===== src/hw/rtl/bcpa_pkg.sv =====
// Shared types and constants for the bitmap contiguous page allocator.
`default_nettype none

package bcpa_pkg;

  localparam int unsigned NUM_PAGES_DEF = 4096;
  localparam int unsigned MAX_RUN_DEF   = 63;

  localparam int unsigned PAGE_W      = 12;
  localparam int unsigned LEN_W       = 6;
  localparam int unsigned ZONE_W      = 2;
  localparam int unsigned WORD_BITS   = 64;
  localparam int unsigned WIDX_W      = 6;
  localparam int unsigned CFG_IDX_W   = 3;
  localparam int unsigned CFG_DATA_W  = 12;
  localparam int unsigned IN_TDATA_W  = 24;
  localparam int unsigned OUT_TDATA_W = 16;

  typedef enum logic [1:0] {
    ST_OK       = 2'd0,
    ST_BAD_LEN  = 2'd1,
    ST_BAD_ZONE = 2'd2,
    ST_NO_RUN   = 2'd3
  } status_e;

  typedef enum logic {
    CMD_ALLOC = 1'b0,
    CMD_FREE  = 1'b1
  } cmd_e;

  typedef enum logic [1:0] {
    ZONE_LOWMEM  = 2'd0,
    ZONE_GENERAL = 2'd1,
    ZONE_UPPER   = 2'd2,
    ZONE_INVALID = 2'd3
  } zone_e;

  typedef enum logic [2:0] {
    CFG_DMA_LO    = 3'd0,
    CFG_DMA_HI    = 3'd1,
    CFG_NORMAL_LO = 3'd2,
    CFG_NORMAL_HI = 3'd3,
    CFG_UPPER_LO  = 3'd4,
    CFG_UPPER_HI  = 3'd5
  } cfg_idx_e;

  typedef struct packed {
    logic              hit;
    logic [WIDX_W-1:0] pos;
  } hit_t;

endpackage

`default_nettype wire


===== src/hw/rtl/bcpa_bitmap_mem.sv =====
// Page bitmap memory with registered read data and per-word written flags.
`default_nettype none

module bcpa_bitmap_mem #(
  parameter int unsigned WORDS = 64,
  parameter int unsigned AW    = 6
) (
  input  wire logic                           clk_i,
  input  wire logic                           rst_ni,
  input  wire logic                           re_i,
  input  wire logic [AW-1:0]                  raddr_i,
  input  wire logic                           we_i,
  input  wire logic [AW-1:0]                  waddr_i,
  input  wire logic [bcpa_pkg::WORD_BITS-1:0] wdata_i,
  output logic      [bcpa_pkg::WORD_BITS-1:0] rdata_o
);

  logic [bcpa_pkg::WORD_BITS-1:0] mem_q [WORDS];
  logic [bcpa_pkg::WORD_BITS-1:0] rdata_q;
  logic [WORDS-1:0]               written_q;
  logic                           rwritten_q;

  always_ff @(posedge clk_i) begin
    if (we_i) begin
      mem_q[waddr_i] <= wdata_i;
    end
    if (re_i) begin
      rdata_q <= mem_q[raddr_i];
    end
  end

  // A word never written since reset reads as every page used.
  always_ff @(posedge clk_i or negedge rst_ni) begin
    if (!rst_ni) begin
      written_q  <= '0;
      rwritten_q <= 1'b0;
    end else begin
      if (we_i) begin
        written_q[waddr_i] <= 1'b1;
      end
      if (re_i) begin
        rwritten_q <= written_q[raddr_i];
      end
    end
  end

  assign rdata_o = rwritten_q ? rdata_q : '1;

endmodule

`default_nettype wire


===== config.mk =====
export PLATFORM = sky130hd
export DESIGN_NAME = bcpa_bitmap_mem
export DESIGN_NICKNAME = d
export VERILOG_FILES = /design/src/hw/rtl/bcpa_pkg.sv /design/src/hw/rtl/bcpa_bitmap_mem.sv
export SDC_FILE = /design/constraint.sdc
export NUM_CORES = 2
export LEC_CHECK = 0
export BUFFER_PORTS_ARGS = -buffer_cell sky130_fd_sc_hd__buf_2
export CAP_MARGIN = 20
export CORE_MARGIN = 1.5
export CORE_UTILIZATION = 41
export DETAILED_ROUTE_END_ITERATION = 16
export PLACE_DENSITY = 0.66
export SYNTH_ARGS = -nofsm -noshare
export SYNTH_HDL_FRONTEND = slang
export SYNTH_SLANG_ARGS = --single-unit

===== constraint.sdc =====
create_clock -name clk_i -period 2.1 [get_ports clk_i]
set_input_delay 0.42 -clock clk_i [delete_from_list [all_inputs] [get_ports clk_i]]
set_output_delay 0.42 -clock clk_i [all_outputs]
set_load 0.05 [all_outputs]

# Word-level counts from Yosys, hierarchy flattened
# Memory sizes are Yosys's and may differ from the RTL's. A register that Yosys moved wholly into a read port is not among the register bits.
# Index checks and enable logic that the tools add are counted.
# op_classes
eq_ne	0
n_addsub	0
n_reduce_logical	1
bitwise	1
n_div	0
shift	0
mux	7
order_cmp	3
mul	0
# ops
operator	n
64-bit two-way mux	1
64-bit bitwise OR	1
6-bit by 7-bit less-than comparator with 1-bit output (second input constant)	2
1-bit binary-select mux with 6-bit select	1
1-bit demux with 6-bit select	1
6-bit by 1-bit greater-or-equal comparator with 1-bit output (second input constant)	1
1-bit two-way mux	4
1-bit logical AND	1
# word_totals
rom_bits	0
mem_bits_rw	4096
in_bits	80
ff_bits	65
n_memories	1
latchBits	0
output_inout_bits	64
# memory_table
memory	words	word_bits	rd	rd_ports_with_merged_regs	write_ports	line	text
mem_q	64	64	1	1	1	bcpa_bitmap_mem.sv:18	logic [bcpa_pkg::WORD_BITS-1:0] mem_q [WORDS];

# Longest topological paths before layout
# logic_depth
depth_word	5
ltp_mapped	9
mapped_depth_nobuf	5

# Worst setup path before layout
# OpenSTA, ideal clock, no wires.
# synth_path
kind	input to register
from	in waddr_i[3]
to	reg written_q[48]
t_arrival_ns	5.956
stages	5
path_slack_ns	-3.948
path_cell_list	clkbuf_1 > nand4b_1 > or2_2 > nor3_1 > or2_2
# synth_via
elab_chain_cells	5
elab_cells_between_ends	6
cone_classes	2 x order compare; 2 x mux; 1 x bitwise; 1 x reduce/logical
# synth_rtl
item	line	text
start: declaration	bcpa_bitmap_mem.sv:13	input wire logic [AW-1:0] waddr_i,
6-bit by 7-bit less-than comparator with 1-bit output (not written as such) / 6-bit by 1-bit greater-or-equal comparator with 1-bit output (equally long branches)	bcpa_bitmap_mem.sv:39	written_q[waddr_i] <= 1'b1;
1-bit logical AND (not written as such)	bcpa_bitmap_mem.sv:39	
1-bit two-way mux (not written as such)	bcpa_bitmap_mem.sv:39	
1-bit demux with 6-bit select (*)	bcpa_bitmap_mem.sv:39	
64-bit bitwise OR (no line) (*)	-	
end signal: assignment	bcpa_bitmap_mem.sv:35	written_q <= '0;
end signal: indexed assignment	bcpa_bitmap_mem.sv:39	
end: declaration	bcpa_bitmap_mem.sv:20	logic [WORDS-1:0] written_q;
# Every way passes the cells marked *; elsewhere a longest branch is shown, timed or not.
# A chain may end at the register's enable or synchronous reset.

# Worst setup path after layout
# layout_path
from	reg rwritten_q
to	out rdata_o[48] (netlist bit)
# layout_via
elab_chain_cells	1
# layout_rtl
item	line	text
start: declaration	bcpa_bitmap_mem.sv:21	logic rwritten_q;
start signal: assignment	bcpa_bitmap_mem.sv:42	rwritten_q <= written_q[raddr_i];
64-bit two-way mux	bcpa_bitmap_mem.sv:47	assign rdata_o = rwritten_q ? rdata_q : '1;
end: declaration	bcpa_bitmap_mem.sv:15	output logic [bcpa_pkg::WORD_BITS-1:0] rdata_o
# Every way passes these cells.

==> metrics.txt <==
status=finished, violations left; failing checks=setup timing; Final Hold Viols=0; non-filler cells, final=13044; drt pass-1 iters=5; Placeable Area=0.389 mm^2; dpl hpwl=271 mm; Sequential Area=0.127 mm^2; Max FO, Critical Path=7; Ys Warns=0; number of distinct library cells after synthesis=29; CTS tree=done; Util after Layout=0.499; Critical Path Sink Type=output pin; Max VDD drop=0.000861 V; total track usage=0.226; FMAX=0.386 GHz; Slew Limit Fails=0; skew final=0.0563 ns; Hold Slack=0.0958 ns; post-synth top area share=0.782; initial core utilization=0.411; Worst-Margin Slew=0.718 ns; most frequent cell after synthesis=edfxtp_1; Slew HR=0.521; FP Rows=229; Max Cap Viol=0; Setup WS post-layout=-0.491 ns; Via Count=77252; final WL=445 mm; syn avg cell area=25.3 um^2; Mapped Area=0.160 mm^2; Hold Path Origin=wdata_i[60]; Post-DRT Antenna Nets=0; slowest cell on the critical path=dfrtp_4; pre-CTS setup slack=-0.956 ns; initial drt markers=11545; drc violations=0; Final Cell Area=0.194 mm^2; Leak=61.7 nW; Post-synth top flop=edfxtp_1; Worst Hold Class=input pin to flip-flop; Die Y=627 um; placed instance area=0.179 mm^2; cell taking the most area after synthesis=edfxtp_1; top post-synthesis cells by count=edfxtp_1 (4160), mux4_2 (1289), clkbuf_1 (182); flops & latches, synth=4225; synth-to-layout area growth=21.3%; Vias/cell=5.92; nets=7565; sequential area share after synthesis=0.792; area of the multi-input gates=0.0328 mm^2; antenna violations before repair=34; number of global-route vias before repair=78568; Top delay family on crit path=flip-flops; clock period minus worst slack=2.59 ns; CP arrival=2.17 ns; cell chain of the critical path=buf_12, buf_16, nand2b_4, buf_8; Mapped Nets=6390; fill count=29872; Die Width=627 um; largest net degree at the start of global routing=65; RSZ-0062 raised after global routing=yes; die area=0.394 mm^2; Clk pin slew, worst setup/hold paths=0.06 ns; synth top area cells=edfxtp_1 (78%), mux4_2 (18%), dfrtp_1 (1.0%), a22oi_1 (0.62%), clkbuf_1 (0.43%); number of buffers added on ports=143; placed cell count=12240; Period Utilization, post-route=1.23; clock buffer depth=4; root buf cell=clkbuf_16; worst r2r src=mem_q[6][24]$_DFFE_PP_; clock sinks=4225; H-Tree Level Count=5; first-pass GRT wire length=620 mm; Largest stage delay, worst path=0.58 ns; number of synthesized flops with an enable pin=4160; CP Data Required Time=1.68 ns; Worst-Skew Late Latency=0.95 ns; worst setup path class=flip-flop to output pin; io pins=144; Critical Path Source Type=flip-flop; share of layout cells above drive strength 1=0.403; Final setup viols=64; GPL Wtd Cong=0.809; Pwr Density=914 mW/mm^2; CTS buffer count=415; post-synthesis cell count=6310; Congestion Overflow GR=0; Async S/R FF share, synth=0.0154; Worst Setup SP=rwritten_q$_DFFE_PN0P_; Wirelength per Cell=34.1 um; Crit path buffers/inverters=3
report_power, final:
| group | switching (mW) | internal, mW | leakage (nW) |
|---|---|---|---|
| clock network | 31.3 | 41.2 | 6.46 |
| registers | 0.519 | 93.6 | 38.3 |
| logic | 5.75 | 4.87 | 17.0 |
final cells by class:
type                            instances  area share
Antenna cell                           17    0.000219
Inverter                                3   0.0000581
Timing Repair Buffer                 1092      0.0762
Tap cell                             5197      0.0335
Sequential cell                      4225       0.653
Clock inverter                        243      0.0109
Multi-Input combinational cell       1748       0.169
Clock buffer                          519      0.0572
cell usage in the layout, fill, tap and decap left out, drive strengths merged, types with 2 or more instances in the layout:
master	n
clkinvlp	11
a311oi	2
mux4	1289
buf	1073
a22oi	132
diode	17
nor3	2
nand2	74
bufinv	31
edfxtp	4160
clkbuf	519
nor2b	7
nand2b	67
mux2i	20
a31oi	2
dfrtp	65
or2	65
inv	21
dlygate4sd3	19
nand3b	2
nand3	10
nor2	68
clkinv	183
layer usage:
metal	share of wire	up-vias	GRT usage	routed length, um
li1	-	29990	-	-
met1	0.38	42236	0.315	171000
met2	0.49	4320	0.367	218000
met3	0.094	702	0.0353	42000
met4	0.032	4	0.0686	14200
met5	0.000063	-	0	28
timing repair:
action	4_1_cts	5_1_grt
hold buffers	19	0
pin swaps	3	8
endpoints found under the setup margin	78	81
resized for setup	210	24
hold endpoints to repair	709	0
cloned	3	0
buffers inserted	4	2
through the flow:
| stage | setup TNS (ns) | power, mW |
|---|---|---|
| 2_1_floorplan | -2469.83 | 101 |
| 3_3_place_gp | -78.39 | 106 |
| 3_5_place_dp | -85.48 | 106 |
| 4_1_cts | -31.45 | 178 |
| 5_1_grt | -30.87 | 182 |
| 6_report | -27.27 | 177 |
path summary, 6_finish.rpt:
kind                       slack (ns)  depth (start not counted)                        end
max in group asynchronous        1.37                          3  written_q[50]$_DFFE_PN0P_
min                               0.1                          2    mem_q[33][60]$_DFFE_PP_
max reg2reg                      0.01                          4      rdata_q[24]$_DFFE_PP_
min in group asynchronous        0.13                          3  written_q[38]$_DFFE_PN0P_
max                             -0.49                          4                rdata_o[48]
min reg2reg                      0.46                          1   written_q[9]$_DFFE_PN0P_
cells by family (layout without fill, tap and decap cells):
family	Yosys count	count (layout)	share of synthesized area
buffers and inverters	337	1857	0.00923
multiplexers	1309	1309	0.183
AND/OR/NAND/NOR	300	300	0.00947
flip-flops	4225	4225	0.792
AO/OA/AOI/OAI	139	139	0.00653
other	0	17	0
worst reg2reg max path, cell delays in order, from the launching register on:
cell	delay, ns
edfxtp_1	0.36
mux4_2	0.50
mux4_2	0.48
a22oi_1	0.40
nand2_1	0.09
flip-flops by register name (all words and copies together), names as in the netlist:
name and count:
mem_q 4096, rdata_q 64, written_q 64, rwritten_q 1
Note: power is estimated with default switching activity, not from simulation.
